==> src/hw/rtl/fdfs_pkg.sv <==
`default_nettype none
// ----------------------------------------------------------------------------
// Format-driven field scanner package
// Shared constants, codes and controller/datapath handshake structures.
// ----------------------------------------------------------------------------
package fdfs_pkg;

   localparam int FORMAT_MAX = 8;
   localparam int FORMAT_W   = 8 * FORMAT_MAX;
   localparam int LEN_W      = 4;
   localparam int POS_W      = $clog2(FORMAT_MAX + 1);
   localparam int IDX_W      = $clog2(FORMAT_MAX);
   localparam int CSR_IDX_W  = 1;
   localparam int MAX_RESULTS = 4;
   localparam int CNT_W      = $clog2(MAX_RESULTS + 1);

   localparam logic [CSR_IDX_W-1:0] CSR_FORMAT_CHARS  = 1'd0;
   localparam logic [CSR_IDX_W-1:0] CSR_FORMAT_LENGTH = 1'd1;

   localparam logic [7:0] CHR_PERCENT = 8'h25;
   localparam logic [7:0] CHR_D       = 8'h64;
   localparam logic [7:0] CHR_X       = 8'h78;
   localparam logic [7:0] CHR_C       = 8'h63;
   localparam logic [7:0] CHR_S       = 8'h73;
   localparam logic [7:0] CHR_SPACE   = 8'h20;
   localparam logic [7:0] CHR_TAB     = 8'd9;
   localparam logic [7:0] CHR_NL      = 8'd10;
   localparam logic [7:0] CHR_MINUS   = 8'h2d;
   localparam logic [7:0] CHR_PLUS    = 8'h2b;
   localparam logic [7:0] CHR_0       = 8'h30;
   localparam logic [7:0] CHR_9       = 8'h39;
   localparam logic [7:0] CHR_LA      = 8'h61;
   localparam logic [7:0] CHR_LF      = 8'h66;
   localparam logic [7:0] CHR_UA      = 8'h41;
   localparam logic [7:0] CHR_UF      = 8'h46;

   typedef enum logic [2:0] {
      KIND_DEC     = 3'd0,
      KIND_HEX     = 3'd1,
      KIND_CHAR    = 3'd2,
      KIND_STR     = 3'd3,
      KIND_STR_END = 3'd4,
      KIND_COUNT   = 3'd5
   } kind_type;

   typedef enum logic [2:0] {
      PH_DISPATCH = 3'd0,
      PH_DEC_WS   = 3'd1,
      PH_DEC_DIG  = 3'd2,
      PH_HEX_WS   = 3'd3,
      PH_HEX_DIG  = 3'd4,
      PH_STR_WS   = 3'd5,
      PH_STR_COPY = 3'd6
   } phase_type;

   typedef enum logic [2:0] {
      ST_IDLE   = 3'd0,
      ST_WALK   = 3'd1,
      ST_FINISH = 3'd2,
      ST_COUNT  = 3'd3,
      ST_FLUSH  = 3'd4
   } ctl_state_type;

   typedef struct packed {
      logic load;
      logic step;
      logic finish;
      logic count;
      logic flush;
   } cmd_type;

   typedef struct packed {
      logic walk_done;
      logic last;
      logic step_emits;
      logic finish_emits;
      logic count_emits;
      logic push_ok;
      logic pend_valid;
      logic out_free;
   } status_type;

endpackage
`default_nettype wire

==> src/hw/rtl/fdfs_req_if.sv <==
`default_nettype none
// ----------------------------------------------------------------------------
// Input byte channel
// Valid/ready channel carrying one text byte and its end-of-buffer flag.
// ----------------------------------------------------------------------------
interface fdfs_req_if;
   logic       valid;
   logic       ready;
   logic [7:0] in_byte;
   logic       in_last;

   modport source (output valid, output in_byte, output in_last, input ready);
   modport sink   (input valid, input in_byte, input in_last, output ready);
endinterface
`default_nettype wire

==> src/hw/rtl/fdfs_rsp_if.sv <==
`default_nettype none
// ----------------------------------------------------------------------------
// Result channel
// Valid/ready channel carrying one scanner result.
// ----------------------------------------------------------------------------
interface fdfs_rsp_if;
   logic               valid;
   logic               ready;
   logic [2:0]         out_kind;
   logic [2:0]         out_arg;
   logic signed [31:0] out_value;
   logic               out_last;

   modport source (output valid, output out_kind, output out_arg, output out_value,
                   output out_last, input ready);
   modport sink   (input valid, input out_kind, input out_arg, input out_value,
                   input out_last, output ready);
endinterface
`default_nettype wire

==> src/hw/rtl/fdfs_csr_if.sv <==
`default_nettype none
// ----------------------------------------------------------------------------
// Configuration write channel
// Valid/ready channel carrying a register index and write data.
// ----------------------------------------------------------------------------
interface fdfs_csr_if;
   logic                            valid;
   logic                            ready;
   logic [fdfs_pkg::CSR_IDX_W-1:0]  csr_index;
   logic [fdfs_pkg::FORMAT_W-1:0]   csr_data;

   modport source (output valid, output csr_index, output csr_data, input ready);
   modport sink   (input valid, input csr_index, input csr_data, output ready);
endinterface
`default_nettype wire

==> src/hw/rtl/fdfs_ctrl.sv <==
`default_nettype none
// ----------------------------------------------------------------------------
// Scanner controller
// Sequences the format walk, final completion, count and result flush.
// ----------------------------------------------------------------------------
module fdfs_ctrl (
   input  logic                 clock,
   input  logic                 reset,
   input  logic                 req_valid,
   output logic                 req_ready,
   input  fdfs_pkg::status_type status,
   output fdfs_pkg::cmd_type    cmd
);
   import fdfs_pkg::*;

   ctl_state_type state_ff;
   ctl_state_type state_in;

   always_ff @(posedge clock) begin
      if (reset) begin
         state_ff <= ST_IDLE;
      end else begin
         state_ff <= state_in;
      end
   end

   always_comb begin
      state_in  = state_ff;
      cmd       = '0;
      req_ready = 1'b0;
      unique case (state_ff)
         ST_IDLE: begin
            req_ready = 1'b1;
            if (req_valid) begin
               cmd.load = 1'b1;
               state_in = ST_WALK;
            end
         end
         ST_WALK: begin
            if (status.walk_done) begin
               state_in = status.last ? ST_FINISH : ST_FLUSH;
            end else if (!status.step_emits || status.push_ok) begin
               cmd.step = 1'b1;
            end
         end
         ST_FINISH: begin
            if (!status.finish_emits || status.push_ok) begin
               cmd.finish = 1'b1;
               state_in   = ST_COUNT;
            end
         end
         ST_COUNT: begin
            if (!status.count_emits || status.push_ok) begin
               cmd.count = 1'b1;
               state_in  = ST_FLUSH;
            end
         end
         ST_FLUSH: begin
            if (!status.pend_valid || status.out_free) begin
               cmd.flush = 1'b1;
               state_in  = ST_IDLE;
            end
         end
         default: begin
            state_in = ST_IDLE;
         end
      endcase
   end

endmodule
`default_nettype wire

==> src/hw/rtl/fdfs_datapath.sv <==
`default_nettype none
// ----------------------------------------------------------------------------
// Scanner datapath
// Format registers, scan state, one walk step per command, result staging.
// ----------------------------------------------------------------------------
module fdfs_datapath (
   input  logic                 clock,
   input  logic                 reset,
   input  fdfs_pkg::cmd_type    cmd,
   output fdfs_pkg::status_type status,
   input  logic [7:0]           in_byte,
   input  logic                 in_last,
   fdfs_csr_if.sink             csr_if,
   fdfs_rsp_if.source           rsp_if
);
   import fdfs_pkg::*;

   logic [FORMAT_MAX-1:0][7:0] fmt_ff;
   logic [LEN_W-1:0]           len_ff;

   logic [POS_W-1:0] pos_ff;
   phase_type        phase_ff;
   logic [31:0]      acc_ff;
   logic             neg_ff;
   logic [2:0]       argc_ff;
   logic             exh_ff;
   logic             consumed_ff;
   logic [CNT_W-1:0] n_ff;
   logic [7:0]       byte_ff;
   logic             last_ff;

   logic             pend_valid_ff;
   kind_type         pend_kind_ff;
   logic [2:0]       pend_arg_ff;
   logic [31:0]      pend_value_ff;

   logic             out_valid_ff;
   kind_type         out_kind_ff;
   logic [2:0]       out_arg_ff;
   logic [31:0]      out_value_ff;
   logic             out_last_ff;

   logic [POS_W-1:0] lim;
   logic [POS_W-1:0] fend;
   logic [POS_W-1:0] pos_p1;
   logic [7:0]       fc;
   logic [7:0]       fs;
   logic             is_ws;
   logic             is_dig;
   logic             is_hex;
   logic [3:0]       hex_val;
   logic [31:0]      num_val;
   logic [31:0]      acc_dec;
   logic [31:0]      acc_hex;
   logic [31:0]      byte_val;

   phase_type        s_phase;
   logic [POS_W-1:0] s_pos;
   logic [31:0]      s_acc;
   logic             s_neg;
   logic [2:0]       s_argc;
   logic             s_exh;
   logic             s_consumed;
   logic             s_emit;
   kind_type         s_kind;
   logic [31:0]      s_value;

   logic             f_emit;
   kind_type         f_kind;
   logic [31:0]      f_value;

   logic             room;
   logic             emit_fire;
   kind_type         e_kind;
   logic [31:0]      e_value;

   always_comb begin
      lim = (len_ff > LEN_W'(FORMAT_MAX)) ? POS_W'(FORMAT_MAX) : POS_W'(len_ff);
      fend = lim;
      for (int k = FORMAT_MAX - 1; k >= 0; k--) begin
         if ((POS_W'(k) < lim) && (fmt_ff[k] == 8'h00)) begin
            fend = POS_W'(k);
         end
      end
   end

   assign pos_p1   = pos_ff + POS_W'(1);
   assign fc       = fmt_ff[pos_ff[IDX_W-1:0]];
   assign fs       = fmt_ff[pos_p1[IDX_W-1:0]];
   assign is_ws    = (byte_ff == CHR_SPACE) || (byte_ff == CHR_TAB) || (byte_ff == CHR_NL);
   assign is_dig   = (byte_ff >= CHR_0) && (byte_ff <= CHR_9);
   assign byte_val = {24'd0, byte_ff};
   assign num_val  = neg_ff ? (32'd0 - acc_ff) : acc_ff;

   always_comb begin
      is_hex  = 1'b1;
      hex_val = 4'd0;
      if (is_dig) begin
         hex_val = 4'(byte_ff - CHR_0);
      end else if ((byte_ff >= CHR_LA) && (byte_ff <= CHR_LF)) begin
         hex_val = 4'(byte_ff - CHR_LA + 8'd10);
      end else if ((byte_ff >= CHR_UA) && (byte_ff <= CHR_UF)) begin
         hex_val = 4'(byte_ff - CHR_UA + 8'd10);
      end else begin
         is_hex = 1'b0;
      end
   end

   assign acc_dec = (acc_ff << 3) + (acc_ff << 1) + {28'd0, hex_val};
   assign acc_hex = (acc_ff << 4) + {28'd0, hex_val};

   always_comb begin
      s_phase    = phase_ff;
      s_pos      = pos_ff;
      s_acc      = acc_ff;
      s_neg      = neg_ff;
      s_argc     = argc_ff;
      s_exh      = exh_ff;
      s_consumed = consumed_ff;
      s_emit     = 1'b0;
      s_kind     = KIND_DEC;
      s_value    = 32'd0;
      unique case (phase_ff)
         PH_DEC_WS, PH_DEC_DIG, PH_HEX_WS, PH_HEX_DIG: begin
            if ((phase_ff == PH_DEC_WS || phase_ff == PH_HEX_WS) && is_ws) begin
               s_consumed = 1'b1;
            end else if (phase_ff == PH_DEC_WS &&
                         (byte_ff == CHR_MINUS || byte_ff == CHR_PLUS)) begin
               s_neg      = (byte_ff == CHR_MINUS);
               s_phase    = PH_DEC_DIG;
               s_consumed = 1'b1;
            end else if ((phase_ff == PH_DEC_WS || phase_ff == PH_DEC_DIG) && is_dig) begin
               s_acc      = acc_dec;
               s_phase    = PH_DEC_DIG;
               s_consumed = 1'b1;
            end else if ((phase_ff == PH_HEX_WS || phase_ff == PH_HEX_DIG) && is_hex) begin
               s_acc      = acc_hex;
               s_phase    = PH_HEX_DIG;
               s_consumed = 1'b1;
            end else begin
               s_emit  = 1'b1;
               s_kind  = (phase_ff == PH_HEX_WS || phase_ff == PH_HEX_DIG) ?
                         KIND_HEX : KIND_DEC;
               s_value = num_val;
               s_argc  = argc_ff + 3'd1;
               s_phase = PH_DISPATCH;
               s_acc   = 32'd0;
               s_neg   = 1'b0;
            end
         end
         PH_STR_WS: begin
            if (!is_ws) begin
               s_emit  = 1'b1;
               s_kind  = KIND_STR;
               s_value = byte_val;
               s_phase = PH_STR_COPY;
            end
            s_consumed = 1'b1;
         end
         PH_STR_COPY: begin
            s_emit = 1'b1;
            if (is_ws) begin
               s_kind  = KIND_STR_END;
               s_argc  = argc_ff + 3'd1;
               s_phase = PH_DISPATCH;
            end else begin
               s_kind     = KIND_STR;
               s_value    = byte_val;
               s_consumed = 1'b1;
            end
         end
         default: begin
            s_phase = PH_DISPATCH;
            if (pos_ff >= fend) begin
               s_exh = 1'b1;
            end else if (fc == CHR_PERCENT) begin
               if (pos_p1 >= fend) begin
                  s_pos = fend;
               end else begin
                  s_pos = pos_ff + POS_W'(2);
                  s_acc = 32'd0;
                  s_neg = 1'b0;
                  if (fs == CHR_D) begin
                     s_phase = PH_DEC_WS;
                  end else if (fs == CHR_X) begin
                     s_phase = PH_HEX_WS;
                  end else if (fs == CHR_S) begin
                     s_phase = PH_STR_WS;
                  end else if (fs == CHR_C) begin
                     s_emit     = 1'b1;
                     s_kind     = KIND_CHAR;
                     s_value    = byte_val;
                     s_argc     = argc_ff + 3'd1;
                     s_consumed = 1'b1;
                  end
               end
            end else begin
               if (byte_ff == fc) begin
                  s_consumed = 1'b1;
               end
               s_pos = pos_p1;
            end
         end
      endcase
   end

   always_comb begin
      f_emit  = 1'b1;
      f_kind  = KIND_DEC;
      f_value = num_val;
      unique case (phase_ff)
         PH_DEC_WS, PH_DEC_DIG: begin
            f_kind = KIND_DEC;
         end
         PH_HEX_WS, PH_HEX_DIG: begin
            f_kind = KIND_HEX;
         end
         PH_STR_WS, PH_STR_COPY: begin
            f_kind  = KIND_STR_END;
            f_value = 32'd0;
         end
         default: begin
            f_emit = 1'b0;
         end
      endcase
   end

   assign room      = (n_ff < CNT_W'(MAX_RESULTS));
   assign emit_fire = room && ((cmd.step && s_emit) || (cmd.finish && f_emit) || cmd.count);

   always_comb begin
      e_kind  = KIND_COUNT;
      e_value = 32'd0;
      if (cmd.step) begin
         e_kind  = s_kind;
         e_value = s_value;
      end else if (cmd.finish) begin
         e_kind  = f_kind;
         e_value = f_value;
      end
   end

   assign status.walk_done    = consumed_ff || exh_ff;
   assign status.last         = last_ff;
   assign status.step_emits   = s_emit && room;
   assign status.finish_emits = f_emit && room;
   assign status.count_emits  = room;
   assign status.push_ok      = !pend_valid_ff || !out_valid_ff || rsp_if.ready;
   assign status.pend_valid   = pend_valid_ff;
   assign status.out_free     = !out_valid_ff || rsp_if.ready;

   assign csr_if.ready = 1'b1;

   always_ff @(posedge clock) begin
      if (reset) begin
         fmt_ff        <= '0;
         len_ff        <= '0;
         pos_ff        <= '0;
         phase_ff      <= PH_DISPATCH;
         acc_ff        <= '0;
         neg_ff        <= 1'b0;
         argc_ff       <= '0;
         exh_ff        <= 1'b0;
         consumed_ff   <= 1'b0;
         n_ff          <= '0;
         pend_valid_ff <= 1'b0;
         out_valid_ff  <= 1'b0;
      end else begin
         if (csr_if.valid) begin
            unique case (csr_if.csr_index)
               CSR_FORMAT_CHARS: begin
                  fmt_ff <= csr_if.csr_data;
               end
               CSR_FORMAT_LENGTH: begin
                  len_ff <= csr_if.csr_data[LEN_W-1:0];
               end
               default: begin
               end
            endcase
         end

         if (cmd.load) begin
            consumed_ff <= 1'b0;
            n_ff        <= '0;
         end else if (cmd.step) begin
            pos_ff      <= s_pos;
            phase_ff    <= s_phase;
            acc_ff      <= s_acc;
            neg_ff      <= s_neg;
            argc_ff     <= s_argc;
            exh_ff      <= s_exh;
            consumed_ff <= s_consumed;
         end else if (cmd.finish && f_emit) begin
            argc_ff  <= argc_ff + 3'd1;
            phase_ff <= PH_DISPATCH;
            acc_ff   <= '0;
            neg_ff   <= 1'b0;
         end else if (cmd.count) begin
            pos_ff   <= '0;
            phase_ff <= PH_DISPATCH;
            acc_ff   <= '0;
            neg_ff   <= 1'b0;
            argc_ff  <= '0;
            exh_ff   <= 1'b0;
         end

         if (emit_fire) begin
            n_ff <= n_ff + CNT_W'(1);
         end

         if (emit_fire) begin
            pend_valid_ff <= 1'b1;
         end else if (cmd.flush) begin
            pend_valid_ff <= 1'b0;
         end

         if ((cmd.flush || emit_fire) && pend_valid_ff) begin
            out_valid_ff <= 1'b1;
         end else if (rsp_if.ready) begin
            out_valid_ff <= 1'b0;
         end
      end
   end

   always_ff @(posedge clock) begin
      if (cmd.load) begin
         byte_ff <= in_byte;
         last_ff <= in_last;
      end
      if (emit_fire) begin
         pend_kind_ff  <= e_kind;
         pend_arg_ff   <= argc_ff;
         pend_value_ff <= e_value;
      end
      if ((cmd.flush || emit_fire) && pend_valid_ff) begin
         out_kind_ff  <= pend_kind_ff;
         out_arg_ff   <= pend_arg_ff;
         out_value_ff <= pend_value_ff;
         out_last_ff  <= cmd.flush;
      end
   end

   assign rsp_if.valid     = out_valid_ff;
   assign rsp_if.out_kind  = out_kind_ff;
   assign rsp_if.out_arg   = out_arg_ff;
   assign rsp_if.out_value = out_value_ff;
   assign rsp_if.out_last  = out_last_ff;

endmodule
`default_nettype wire

==> src/hw/rtl/format_driven_field_scanner_unit.sv <==
`default_nettype none
// ----------------------------------------------------------------------------
// Format-driven field scanner
// Parses a byte stream against a configured scanf-style format.
// ----------------------------------------------------------------------------
// Each accepted byte is loaded and walked: one step per format element
// dispatched and one per conversion step that takes or ends a field; the last
// byte adds a completion and a count, and each byte ends with a flush. A step,
// completion or count that emits waits while the two-entry result staging
// (pending plus output) is full. A result goes out at the next push or flush.
// Synchronous reset clears the format registers and all scanning state.
// ----------------------------------------------------------------------------
module format_driven_field_scanner_unit (
   input  logic       clock,
   input  logic       reset,
   fdfs_req_if.sink   req_if,
   fdfs_rsp_if.source rsp_if,
   fdfs_csr_if.sink   csr_if
);
   import fdfs_pkg::*;

   cmd_type    cmd;
   status_type status;

   fdfs_ctrl u_ctrl (
      .clock     (clock),
      .reset     (reset),
      .req_valid (req_if.valid),
      .req_ready (req_if.ready),
      .status    (status),
      .cmd       (cmd)
   );

   fdfs_datapath u_datapath (
      .clock   (clock),
      .reset   (reset),
      .cmd     (cmd),
      .status  (status),
      .in_byte (req_if.in_byte),
      .in_last (req_if.in_last),
      .csr_if  (csr_if),
      .rsp_if  (rsp_if)
   );

endmodule
`default_nettype wire

==> src/flat_wrapper.sv <==
// flat-port wrapper written by rule: the top's interface ports become plain ports
module format_driven_field_scanner_unit_flat import fdfs_pkg::*;
  (clock, reset, req_if_valid, req_if_in_byte, req_if_in_last, req_if_ready, rsp_if_valid, rsp_if_out_kind, rsp_if_out_arg, rsp_if_out_value, rsp_if_out_last, rsp_if_ready, csr_if_valid, csr_if_csr_index, csr_if_csr_data, csr_if_ready);
  fdfs_req_if req_if_i ();
  fdfs_rsp_if rsp_if_i ();
  fdfs_csr_if csr_if_i ();
  input  logic clock;
  input  logic reset;
  input wire logic [$bits(req_if_i.valid)-1:0] req_if_valid;
  input wire logic [$bits(req_if_i.in_byte)-1:0] req_if_in_byte;
  input wire logic [$bits(req_if_i.in_last)-1:0] req_if_in_last;
  output wire logic [$bits(req_if_i.ready)-1:0] req_if_ready;
  output wire logic [$bits(rsp_if_i.valid)-1:0] rsp_if_valid;
  output wire logic [$bits(rsp_if_i.out_kind)-1:0] rsp_if_out_kind;
  output wire logic [$bits(rsp_if_i.out_arg)-1:0] rsp_if_out_arg;
  output wire logic [$bits(rsp_if_i.out_value)-1:0] rsp_if_out_value;
  output wire logic [$bits(rsp_if_i.out_last)-1:0] rsp_if_out_last;
  input wire logic [$bits(rsp_if_i.ready)-1:0] rsp_if_ready;
  input wire logic [$bits(csr_if_i.valid)-1:0] csr_if_valid;
  input wire logic [$bits(csr_if_i.csr_index)-1:0] csr_if_csr_index;
  input wire logic [$bits(csr_if_i.csr_data)-1:0] csr_if_csr_data;
  output wire logic [$bits(csr_if_i.ready)-1:0] csr_if_ready;
  assign req_if_i.valid = req_if_valid;
  assign req_if_i.in_byte = req_if_in_byte;
  assign req_if_i.in_last = req_if_in_last;
  assign req_if_ready = req_if_i.ready;
  assign rsp_if_valid = rsp_if_i.valid;
  assign rsp_if_out_kind = rsp_if_i.out_kind;
  assign rsp_if_out_arg = rsp_if_i.out_arg;
  assign rsp_if_out_value = rsp_if_i.out_value;
  assign rsp_if_out_last = rsp_if_i.out_last;
  assign rsp_if_i.ready = rsp_if_ready;
  assign csr_if_i.valid = csr_if_valid;
  assign csr_if_i.csr_index = csr_if_csr_index;
  assign csr_if_i.csr_data = csr_if_csr_data;
  assign csr_if_ready = csr_if_i.ready;
  format_driven_field_scanner_unit u_core (.clock(clock), .reset(reset), .req_if(req_if_i), .rsp_if(rsp_if_i), .csr_if(csr_if_i));
endmodule
==> config.mk <==
export PLATFORM = sky130hd
export DESIGN_NAME = format_driven_field_scanner_unit_flat
export DESIGN_NICKNAME = d
export VERILOG_FILES = /design/src/hw/rtl/fdfs_pkg.sv /design/src/hw/rtl/fdfs_req_if.sv /design/src/hw/rtl/fdfs_rsp_if.sv /design/src/hw/rtl/fdfs_csr_if.sv /design/src/hw/rtl/fdfs_ctrl.sv /design/src/hw/rtl/fdfs_datapath.sv /design/src/hw/rtl/format_driven_field_scanner_unit.sv /design/src/flat_wrapper.sv
export SDC_FILE = /design/constraint.sdc
export NUM_CORES = 1
export LEC_CHECK = 0
export BUFFER_PORTS_ARGS = -buffer_cell sky130_fd_sc_hd__buf_2
export CAP_MARGIN = 20
export CORE_ASPECT_RATIO = 0.9
export CORE_MARGIN = 4
export CORE_UTILIZATION = 65
export DETAILED_ROUTE_END_ITERATION = 16
export HOLD_SLACK_MARGIN = 0.03
export PLACE_DENSITY = 0.95
export SKIP_LAST_GASP = 1
export SYNTH_ARGS = -nofsm -noshare
export SYNTH_HDL_FRONTEND = slang
export SYNTH_SLANG_ARGS = --single-unit
export TNS_END_PERCENT = 1
==> constraint.sdc <==
create_clock -name clock -period 16.2 [get_ports clock]
set_input_delay 3.24 -clock clock [delete_from_list [all_inputs] [get_ports clock]]
set_output_delay 3.24 -clock clock [all_outputs]
set_load 0.005 [all_outputs]
==> results of run 1 <==
[how the worst max path moves through the flow]
stage | start | endpoint | slack [ns] | cells past startpoint
after floorplan | rsp_if_ready | u_core.u_datapath.rsp_if.out_arg[0] | 9.90 | 7
after global placement | rsp_if_ready | u_core.u_datapath.pend_value_ff[1] | 10.66 | 9
after detailed placement | rsp_if_ready | u_core.u_datapath.pend_value_ff[1] | 10.50 | 9
after CTS | u_core.u_datapath.pos_ff[1] | u_core.u_datapath.pend_value_ff[1] | 10.95 | 10
after global routing | u_core.u_datapath.byte_ff[1] | u_core.u_datapath.acc_ff[31] | 10.54 | 18
final | u_core.u_datapath.byte_ff[1] | u_core.u_datapath.acc_ff[31] | 10.88 | 18
[power breakdown]
part           leakage (nW)  internal [W]  switching (W)  total [W]
Clock                 0.317      0.000265       0.000203   0.000468
Combinational          3.38      0.000120       0.000183   0.000303
Sequential             1.79      0.000581      0.0000392   0.000620
[area by class of cell]
| class | instances | area (µm²) |
|---|---|---|
| tap | 250 | 313 |
| clock inverter | 9 | 77.6 |
| fill | 1285 | 5100 |
| multi-input combinational | 1066 | 7240 |
| timing repair buffer | 132 | 746 |
| inverter | 29 | 109 |
| sequential | 207 | 5010 |
| clock buffer | 28 | 572 |
[routing by layer]
metal  vias to the layer above  part of all wire  track usage
met5                         -           0.00038            0
met4                         2             0.039        0.108
met3                       130              0.11       0.0519
met2                       735              0.45        0.472
met1                      5247              0.40        0.428
li1                       5209                 -            -
[logic make-up after synthesis]
| group | after synthesis |
|---|---|
| buf+inv | 101 |
| other cells | 1 |
| simple gates | 503 |
| mux | 52 |
| compound gates | 360 |
| fa+ha+maj | 79 |
| flops | 207 |
| xor+xnor | 71 |
[registers in the layout, indices dropped and copies added, names as in the netlist, 3 cells and up]
| signal | flops |
|---|---|
| u_core.u_datapath.byte_ff | 8 |
| u_core.u_datapath.rsp_if.out_kind | 3 |
| u_core.u_datapath.phase_ff | 3 |
| u_core.u_ctrl.state_ff | 3 |
| u_core.u_datapath.acc_ff | 32 |
| u_core.u_datapath.n_ff | 3 |
| u_core.u_datapath.len_ff | 4 |
| u_core.u_datapath.argc_ff | 3 |
| u_core.u_datapath.pend_arg_ff | 3 |
| u_core.u_datapath.rsp_if.out_value | 32 |
| u_core.u_datapath.pend_kind_ff | 3 |
| u_core.u_datapath.pos_ff | 4 |
| u_core.u_datapath.fmt_ff | 64 |
| u_core.u_datapath.rsp_if.out_arg | 3 |
| u_core.u_datapath.pend_value_ff | 32 |
[worst max-delay path: stages (launching register included)]
cell and delay [ns]:
edfxtp_1 0.51, inv_1 0.21, ha_1 0.28, o21bai_1 0.14
a2111oi_4 0.67, a21oi_1 0.19, fa_1 0.56, inv_1 0.05
ha_1 0.31, a211oi_1 0.42, nor4_1 0.12, nor2_1 0.22
a21oi_1 0.19, a31oi_1 0.38, o21ai_0 0.24, a31oi_1 0.31
a21oi_1 0.12, xnor2_1 0.18, o21ai_0 0.10
[placed cells by master (no fill, tap or decap), types with 16 or more instances in the layout]
cell	synthesis	final
mux4_2	30	30
nand2b_1	20	19
edfxtp_1	86	86
ha_1	77	77
nor3_1	18	17
nand3_1	32	32
mux2i_1	17	17
o31ai_1	17	17
a22o_1	22	22
a21oi_1	120	120
nor2_1	91	91
dfxtp_1	121	120
xor2_1	42	42
buf_2	14	119
clkbuf_16	0	21
nand2_1	242	242
xnor2_1	29	29
o21ai_0	64	64
a21o_1	16	16
inv_1	27	27
[cells in the mapped netlist, types with 5 or more instances]
library cell and count:
a21o_1 16, dfxtp_1 121, mux2i_1 17, a22oi_1 9
or3_1 9, buf_1 9, inv_1 27, nand4_1 6
nand2b_1 20, nor3b_1 8, o21bai_1 6, mux4_2 30
o21ai_1 15, buf_2 14, o21ai_0 64, nor2_1 91
nand4b_1 5, o211ai_1 9, xor2_1 42, a22o_1 22
mux2_2 5, ha_1 77, o41ai_1 6, a41oi_1 5
nand3_1 32, nor3_1 18, xnor2_1 29, o31ai_1 17
nor4_1 13, edfxtp_1 86, a21oi_1 120, clkbuf_1 44
nand2_1 242, nand3b_1 5, nor2b_1 16, a31oi_1 10
a32oi_1 6, or4_1 10, a211oi_1 10, and2_1 7
[stage by stage]
step / power (W) / setup WS, ns
6_report: 0.00139 / 10.88
5_1_grt: 0.00145 / 10.54
4_1_cts: 0.00138 / 10.95
3_5_place_dp: 0.000917 / 10.50
3_3_place_gp: 0.000905 / 10.66
2_1_floorplan: 0.000845 / 9.90
==> impl_metrics.ini, run 1 <==
[route]
vias_per_cell = 6.58
drtIter0Drc = 1441
route.detailed.drc = 0
wl_per_cell_um = 19.7
via_count = 11323
ant_nets = 0
dr.pass1.iters = 5
wirelength_um = 33900

[clock_tree]
cts-resized-gates = 0
clk_latency_ns = 0.51
cts_hold_buf = 0
ctsHtreeMaxLevel = 1
numCtsBuffers = 21
cts_tree = yes
clock-sinks = 207
cts_root_buffer = clkbuf_16
clk_path_buf_depth = 3
cts_setup_buffers = 0
clk_pin_slew_ns = 0.07

[synth]
syn_area_um2 = 12600
ys_ff_latch = 207
ys_warn_count = 0
syn_nets = 1532
synth_edf_count = 86
synth_fa_ha_area_frac = 0.0795
yosys-top-cells-area = edfxtp_1 20%, dfxtp_1 19%, ha_1 7.6%
synth_top_area_frac = 0.205
synth-simple-area-share = 0.185
synth-seq-area-share = 0.396
yosysTopAreaCell = edfxtp_1
synthCells = 1374
ys_async_sr_fraction = 0
syn_area_per_cell_um2 = 9.19
synthXorXnorAreaFrac = 0.0492
muxShareOfSynthArea = 0.0714
synth_compound_area_frac = 0.185
synth_top_family_by_area = simple AND/OR/NAND/NOR gates
synth_cell_type_count = 84
synth_flop_cell = dfxtp_1

[timing]
setup_tns_ns = 0
skew_ns = 0.0109
drv_slew = 0
timing.fmax_mhz = 188
worst_pin_slew_ns = 0.962
hold_viol = 0
setup_viol = 0
fin_crit_ns = 5.32
rsz0062_at_grt = false
period_share = 0.328
maxSlewHeadroom = 0.358
whs_ns = 0.418

[flow_run]
drv_cap = 0

[worst_setup_path]
r2r_end = u_core.u_datapath.acc_ff[31]
startpoint_type = flip-flop
r2r_start = u_core.u_datapath.byte_ff[1]
ff2ff_path_depth = 18
end_kind = flip-flop
critPathKind = flip-flop to flip-flop
worstPathRequired_ns = 16.59
critical_path_peak_fanout = 11
reg2reg_slack_ns = 10.88
cp.arrival_ns = 5.71

[finish]
drive_gt1_frac = 0.149
diodes = 0
nets = 1615
fin_area_um2 = 14100
stdcell_count = 1721
final_util = 0.734
synthToLayoutAreaGrowth_pct = 11.3

[power_and_ir_drop]
leakage_nw = 5.49
cellPowerDensity_nw_per_um2 = 99.0
ir_drop_v = 0.0000794

[global_routing]
grt_max_degree = 91
grt_pass1_vias = 10620
overflow = 0
grt_use_total = 0.303
grt_pass1_wl_um = 54500
antenna_found_initial = 1

[die]
ios = 121
die_w_um = 155
core.rowCount = 48
core_area_um2 = 19200
start_util = 0.659
die_area_um2 = 21700
die_h_um = 140

[min_path]
min-delay-start = u_core.u_datapath.pend_value_ff[0]
min_to = u_core.u_datapath.rsp_if.out_value[0]
min_path_cells = 0
hold_class = flip-flop to flip-flop

[placed_design]
port_buffers = 119
dp_cells = 1681
placed_cell_area_um2 = 13300
dpl.hpwl_um = 24200
gp_congestion = 1.01

[run_status]
outcome = complete, no violations
(Power assumes the default switching activity.)
==> run 2, diff against run 1 <==
ABC_AREA = 1   (was default)
CORE_UTILIZATION = 61   (was 65)
PLACE_DENSITY = 0.91   (was 0.95)
clock period = 5 ns   (was 16.2 ns; I/O delays follow)
==> run 2 against run 1 <==
  * Design area is 3.6% higher
  * Die area up 10%
  * Synthesized cell count increased by 29%
  * Critical path depth rose by 5
  * Core utilization decreased by 3.9 points
  * Sequential share of layout area down 1.2 points
  * Hold slack improved by 0.0016 ns
  * Register-to-register slack worse by 10 ns
  * Combinational power rose to 9.0 times the previous value
  * Flip-flop and latch count unchanged
  * Cell count grew 26%
  * Largest power group is now combinational logic
==> impl_metrics.ini, run 2 <==
[clock_tree]
cts_tree = yes
clk_pin_slew_ns = 0.07
cts_setup_buffers = 0
numCtsBuffers = 22
cts_root_buffer = clkbuf_16
clk_latency_ns = 0.53
clk_path_buf_depth = 3
ctsHtreeMaxLevel = 1
cts_hold_buf = 0
clock-sinks = 207

[synth]
synth-simple-area-share = 0.255
synth_flop_cell = dfxtp_1
synth_top_area_frac = 0.197
synth_edf_count = 86
yosys-top-cells-area = edfxtp_1 20%, dfxtp_1 18%, nand2_1 11%
syn_area_per_cell_um2 = 7.38
muxShareOfSynthArea = 0
syn_nets = 1937
synth_common_cells = 383 x nand2_1, 194 x inv_1, 170 x a21oi_1
ys_async_sr_fraction = 0
yosysTopAreaCell = edfxtp_1
synth_cell_type_count = 57
synth_compound_area_frac = 0.166
syn_area_um2 = 13100
yosys.cell_count.top_type = nand2_1
synthXorXnorAreaFrac = 0.0359
synthCells = 1779
synth_fa_ha_area_frac = 0.0765
ys_warn_count = 0
synth_top_family_by_area = simple AND/OR/NAND/NOR gates
synth-seq-area-share = 0.381
ys_ff_latch = 207

[finish]
final_util = 0.695
drive_gt1_frac = 0.115
synthToLayoutAreaGrowth_pct = 11.0
layout_common_cells = 383 x nand2_1, 194 x inv_1, 170 x a21oi_1
largest-register = u_core.u_datapath.fmt_ff
nets = 2026
layout_commonest_cell = nand2_1
largest_reg_flops = 64
diodes = 0

[timing]
hold_viol = 0
fin_crit_ns = 4.60
worst_pin_slew_ns = 0.902
setup_tns_ns = 0
timing.fmax_mhz = 217
skew_ns = 0.0328
drv_slew = 0
setup_viol = 0
period_share = 0.920
maxSlewHeadroom = 0.399
rsz0062_at_grt = true

[power_and_ir_drop]
power.total_w = 0.00650
cellPowerDensity_nw_per_um2 = 446
ir_drop_v = 0.000284
leakage_nw = 6.49

[worst_setup_path]
cp.depth = 23
critPathTopFamily = compound AO/OA/AOI/OAI gates
crit_chain = inv_1 > ha_1 > nor3_1 > nor2_1 > nand3_1 > nand2_1 > o21ai_0 > fa_1 > inv_1 > ha_1 > nand3_1 > nand2_1 > nand2_1 > nand2_1 > o21ai_0 > o21ai_0 > a21boi_0 > o21ai_0 > nand2_1 > a21o_1 > nand3_1 > o211ai_1 > a21oi_1
crit_top_cell = nand2_1
cp.arrival_ns = 5.03
end_kind = flip-flop
critPathBufInv = 2
worstPathRequired_ns = 5.43
critPathKind = flip-flop to flip-flop
slowest_stage = fa_1
critical_path_peak_fanout = 6
startpoint_type = flip-flop
ff2ff_path_depth = 23
max_stage_delay_ns = 0.57

[die]
die_h_um = 147
ios = 121
die_w_um = 163
core.rowCount = 50
start_util = 0.626
die_area_um2 = 23900
core_area_um2 = 21000

[route]
wirelength_um = 38700
dr.pass1.iters = 6
via_count = 13034
ant_nets = 0
drtIter0Drc = 1723
vias_per_cell = 6.01
route.detailed.drc = 0
wl_per_cell_um = 17.8

[global_routing]
antenna_found_initial = 0
grt_pass1_vias = 11803
grt_pass1_wl_um = 60700
grt_max_degree = 78
grt_use_total = 0.309
overflow = 0

[flow_run]
drv_cap = 0

[min_path]
min_path_cells = 0
hold_class = flip-flop to flip-flop

[placed_design]
gp_congestion = 0.994
dpl.hpwl_um = 28900
port_buffers = 119

[run_status]
outcome = complete, no violations
run 2: changes by cell type after synthesis, sizes merged, moves of 30 or more:
cell and delta:
inv +179, nand2 +151, o21ai +56, nor2 +66
a21oi +50, nand3 +106, mux4 -30
run 2: worst register-to-register path: stages (launching register included):
cell      delay, ns
edfxtp_1       0.47
inv_1          0.21
ha_1           0.25
nor3_1         0.08
nor2_1         0.08
nand3_1        0.15
nand2_1        0.15
o21ai_0        0.15
fa_1           0.57
inv_1          0.06
ha_1           0.28
nand3_1        0.07
nand2_1        0.16
nand2_1        0.07
nand2_1        0.05
o21ai_0        0.12
o21ai_0        0.44
a21boi_0       0.24
o21ai_0        0.32
nand2_1        0.12
a21o_1         0.17
nand3_1        0.06
o211ai_1       0.09
a21oi_1        0.14
run 2: per-layer routing:
layer,up-vias,track usage,share of wire
li1,6197,-,-
met1,5887,0.457,0.43
met2,840,0.459,0.42
met3,110,0.0670,0.12
met4,0,0.0843,0.032
met5,-,0,0
run 2: path summary, 6_finish.rpt:
kind | from | end | slack [ns]
setup / recovery | u_core.u_datapath.byte_ff[1] | u_core.u_datapath.acc_ff[27] | 0.40
hold / removal | u_core.u_datapath.pend_value_ff[3] | u_core.u_datapath.rsp_if.out_value[3] | 0.42
setup reg to reg | u_core.u_datapath.byte_ff[1] | u_core.u_datapath.acc_ff[27] | 0.40
hold reg to reg | u_core.u_datapath.pend_value_ff[3] | u_core.u_datapath.rsp_if.out_value[3] | 0.42
run 2: layout make-up:
class,count,area (µm²)
multi-input cells,1295,7010
fillers,1679,6390
flip-flops and latches,207,5010
inverters,209,785
repair buffers,133,701
clock buffers,26,576
well taps,286,358
clock inverters,14,136
run 2: kinds of logic after synthesis:
logic type | Yosys count
buffers and inverters | 277
and+or+nand+nor | 772
AOI/OAI and AO/OA | 391
DFF | 207
xor gates and xnor gates | 52
adders and majority gates | 79
other | 1
run 2: per-stage QoR:
stage | hold slack (ns) | setup WS [ns] | cells | instance area [µm²]
final | 0.420 | 0.402 | 2170 | 14600
after global routing | 0.428 | -0.0859 | 2170 | 14600
after CTS | 0.421 | 0.446 | 2170 | 14600
after detailed placement | 0.405 | 0.461 | 2130 | 13900
after global placement | 0.401 | 0.665 | 2130 | 13900
after floorplan | 0.400 | 0.167 | 1779 | 13100
run 2: report_power, final:
group,internal [W],leakage [nW],switching (W)
Clock,0.000895,0.335,0.000715
Combinational,0.000808,4.39,0.00192
Sequential,0.00198,1.76,0.000178
run 2: what timing repair did:
action	in CTS	in global routing
endpoints found under the setup margin	0	4
hold endpoints to repair	0	0
gates resized for setup	0	1
==> run 3, diff against run 2 <==
--- a/config.mk
+++ b/config.mk
@@ -16,4 +16,5 @@
 export PLACE_DENSITY = 0.91
 export SKIP_LAST_GASP = 1
+export SLEW_MARGIN = 5
 export SYNTH_ARGS = -nofsm -noshare
 export SYNTH_HDL_FRONTEND = slang
==> constraint.sdc (replaced) <==
create_clock -name clock -period 5 [get_ports clock]
set_input_delay 1.25 -clock clock [delete_from_list [all_inputs] [get_ports clock]]
set_output_delay 1.25 -clock clock [all_outputs]
set_load 0.005 [all_outputs]
==> run 3 against run 2 <==
  * Critical path depth shrank 1
  * Flip-flop and latch count is the same
  * Hold slack lost 0.0014 ns
  * Cell count is the same
  * Core utilization shrank 0.16 points
  * First-iteration DRC count grew 2.4%
==> impl_metrics.ini, run 3 (same netlist as run 2, synthesis figures left out) <==
[worst_setup_path]
cp.arrival_ns = 5.01
critPathKind = flip-flop to flip-flop
ff2ff_path_depth = 22
critical_path_peak_fanout = 6
worstPathRequired_ns = 5.36
end_kind = flip-flop
startpoint_type = flip-flop

[finish]
drive_gt1_frac = 0.116
layout_common_cells = 383 x nand2_1, 194 x inv_1, 170 x a21oi_1
largest-register = u_core.u_datapath.fmt_ff
layout_commonest_cell = nand2_1
diodes = 0
nets = 2028
fin_area_um2 = 14500
synthToLayoutAreaGrowth_pct = 10.8
largest_reg_flops = 64

[clock_tree]
cts_hold_buf = 0
numCtsBuffers = 22
clock-sinks = 207
cts_setup_buffers = 0
clk_pin_slew_ns = 0.06
cts_root_buffer = clkbuf_16
cts-resized-gates = 0
clk_path_buf_depth = 3
clk_latency_ns = 0.51
cts_tree = yes
ctsHtreeMaxLevel = 1

[timing]
hold_viol = 0
drv_slew = 0
period_share = 0.929
skew_ns = 0.0100
worst_pin_slew_ns = 0.941
maxSlewHeadroom = 0.373
rsz0062_at_grt = true
setup_viol = 0
fin_crit_ns = 4.64
timing.fmax_mhz = 215

[power_and_ir_drop]
cellPowerDensity_nw_per_um2 = 445
power.total_w = 0.00646
ir_drop_v = 0.000327
leakage_nw = 6.50

[route]
route.detailed.drc = 0
dr.pass1.iters = 6
drtIter0Drc = 1764
wirelength_um = 38700
wl_per_cell_um = 17.8
vias_per_cell = 6.00
ant_nets = 0
via_count = 13028

[min_path]
min_path_cells = 0
hold_class = flip-flop to flip-flop

[die]
start_util = 0.626
die_w_um = 163
core.rowCount = 50
core_area_um2 = 21000
die_h_um = 147
die_area_um2 = 23900
ios = 121

[global_routing]
grt_use_total = 0.312
grt_pass1_vias = 12027
grt_max_degree = 78
grt_pass1_wl_um = 61400
overflow = 0
antenna_found_initial = 0

[placed_design]
port_buffers = 119
gp_congestion = 1.02
placed_cell_area_um2 = 13900
dpl.hpwl_um = 29000

[run_status]
outcome = complete, no violations

[flow_run]
drv_cap = 0
-- run 3: cell types whose count changed in the layout (fill, tap and decap cells not counted), sizes merged --
| cell | before | now |
|---|---|---|
| clkinvlp | 4 | 0 |
| clkbuf | 26 | 29 |
| buf | 133 | 135 |
| bufinv | 1 | 0 |
| clkinv | 7 | 8 |
| inv | 211 | 210 |
-- run 3: layout make-up --
class,instances,area (µm²)
clock inverter,9,65.1
multi-input combinational,1295,7010
tap,286,358
inverter,209,785
clock buffer,29,599
sequential,207,5010
fill,1726,6420
timing repair buffer,135,716
-- run 3: final timing paths --
check / startpoint / slack (ns) / end
min: u_core.u_datapath.pend_value_ff[13] / 0.42 / u_core.u_datapath.rsp_if.out_value[13]
max: u_core.u_datapath.byte_ff[1] / 0.36 / u_core.u_datapath.acc_ff[12]
min reg2reg: u_core.u_datapath.pend_value_ff[13] / 0.42 / u_core.u_datapath.rsp_if.out_value[13]
max reg2reg: u_core.u_datapath.byte_ff[1] / 0.36 / u_core.u_datapath.acc_ff[12]
-- run 3: worst max-delay path: stages (launching register included) --
cell and delay, ns:
edfxtp_1 0.49, inv_1 0.23, ha_1 0.26, nor3_1 0.07, nor2_1 0.09, nand3_1 0.16
nand2_1 0.15, inv_1 0.09, a211oi_1 0.35, ha_1 0.23, ha_1 0.18, inv_1 0.06
fa_1 0.40, o21ai_1 0.36, a21oi_1 0.18, o21ai_0 0.32, inv_1 0.09, o21ai_0 0.20
nand2_1 0.08, a21oi_1 0.20, nor3_1 0.08, o21ai_0 0.18, nor2_1 0.06
-- run 3: power by group --
group / switching, W / total, W / leakage, nW / internal, W
Sequential: 0.000179 / 0.00216 / 1.76 / 0.00198
Combinational: 0.00196 / 0.00279 / 4.40 / 0.000830
Clock: 0.000665 / 0.00151 / 0.337 / 0.000849
-- run 3: metrics by stage --
stage / hold slack [ns] / setup TNS, ns / utilization / cells / setup slack (ns)
after floorplan: 0.400 / 0 / - / 1779 / 0.167
after global placement: 0.401 / 0 / 0.662 / 2132 / 0.595
after detailed placement: 0.405 / 0 / 0.662 / 2132 / 0.373
after CTS: 0.418 / 0 / 0.694 / 2170 / 0.322
after global routing: 0.425 / -1.44 / 0.694 / 2170 / -0.0581
final: 0.418 / 0 / 0.694 / 2170 / 0.357
-- run 3: per-layer routing --
metal  track usage  part of all wire  vias up
met5             0                 0        -
met4        0.0717             0.025        0
met3        0.0673              0.12       95
met2         0.466              0.42      791
met1         0.465              0.43     5946
li1              -                 -     6196
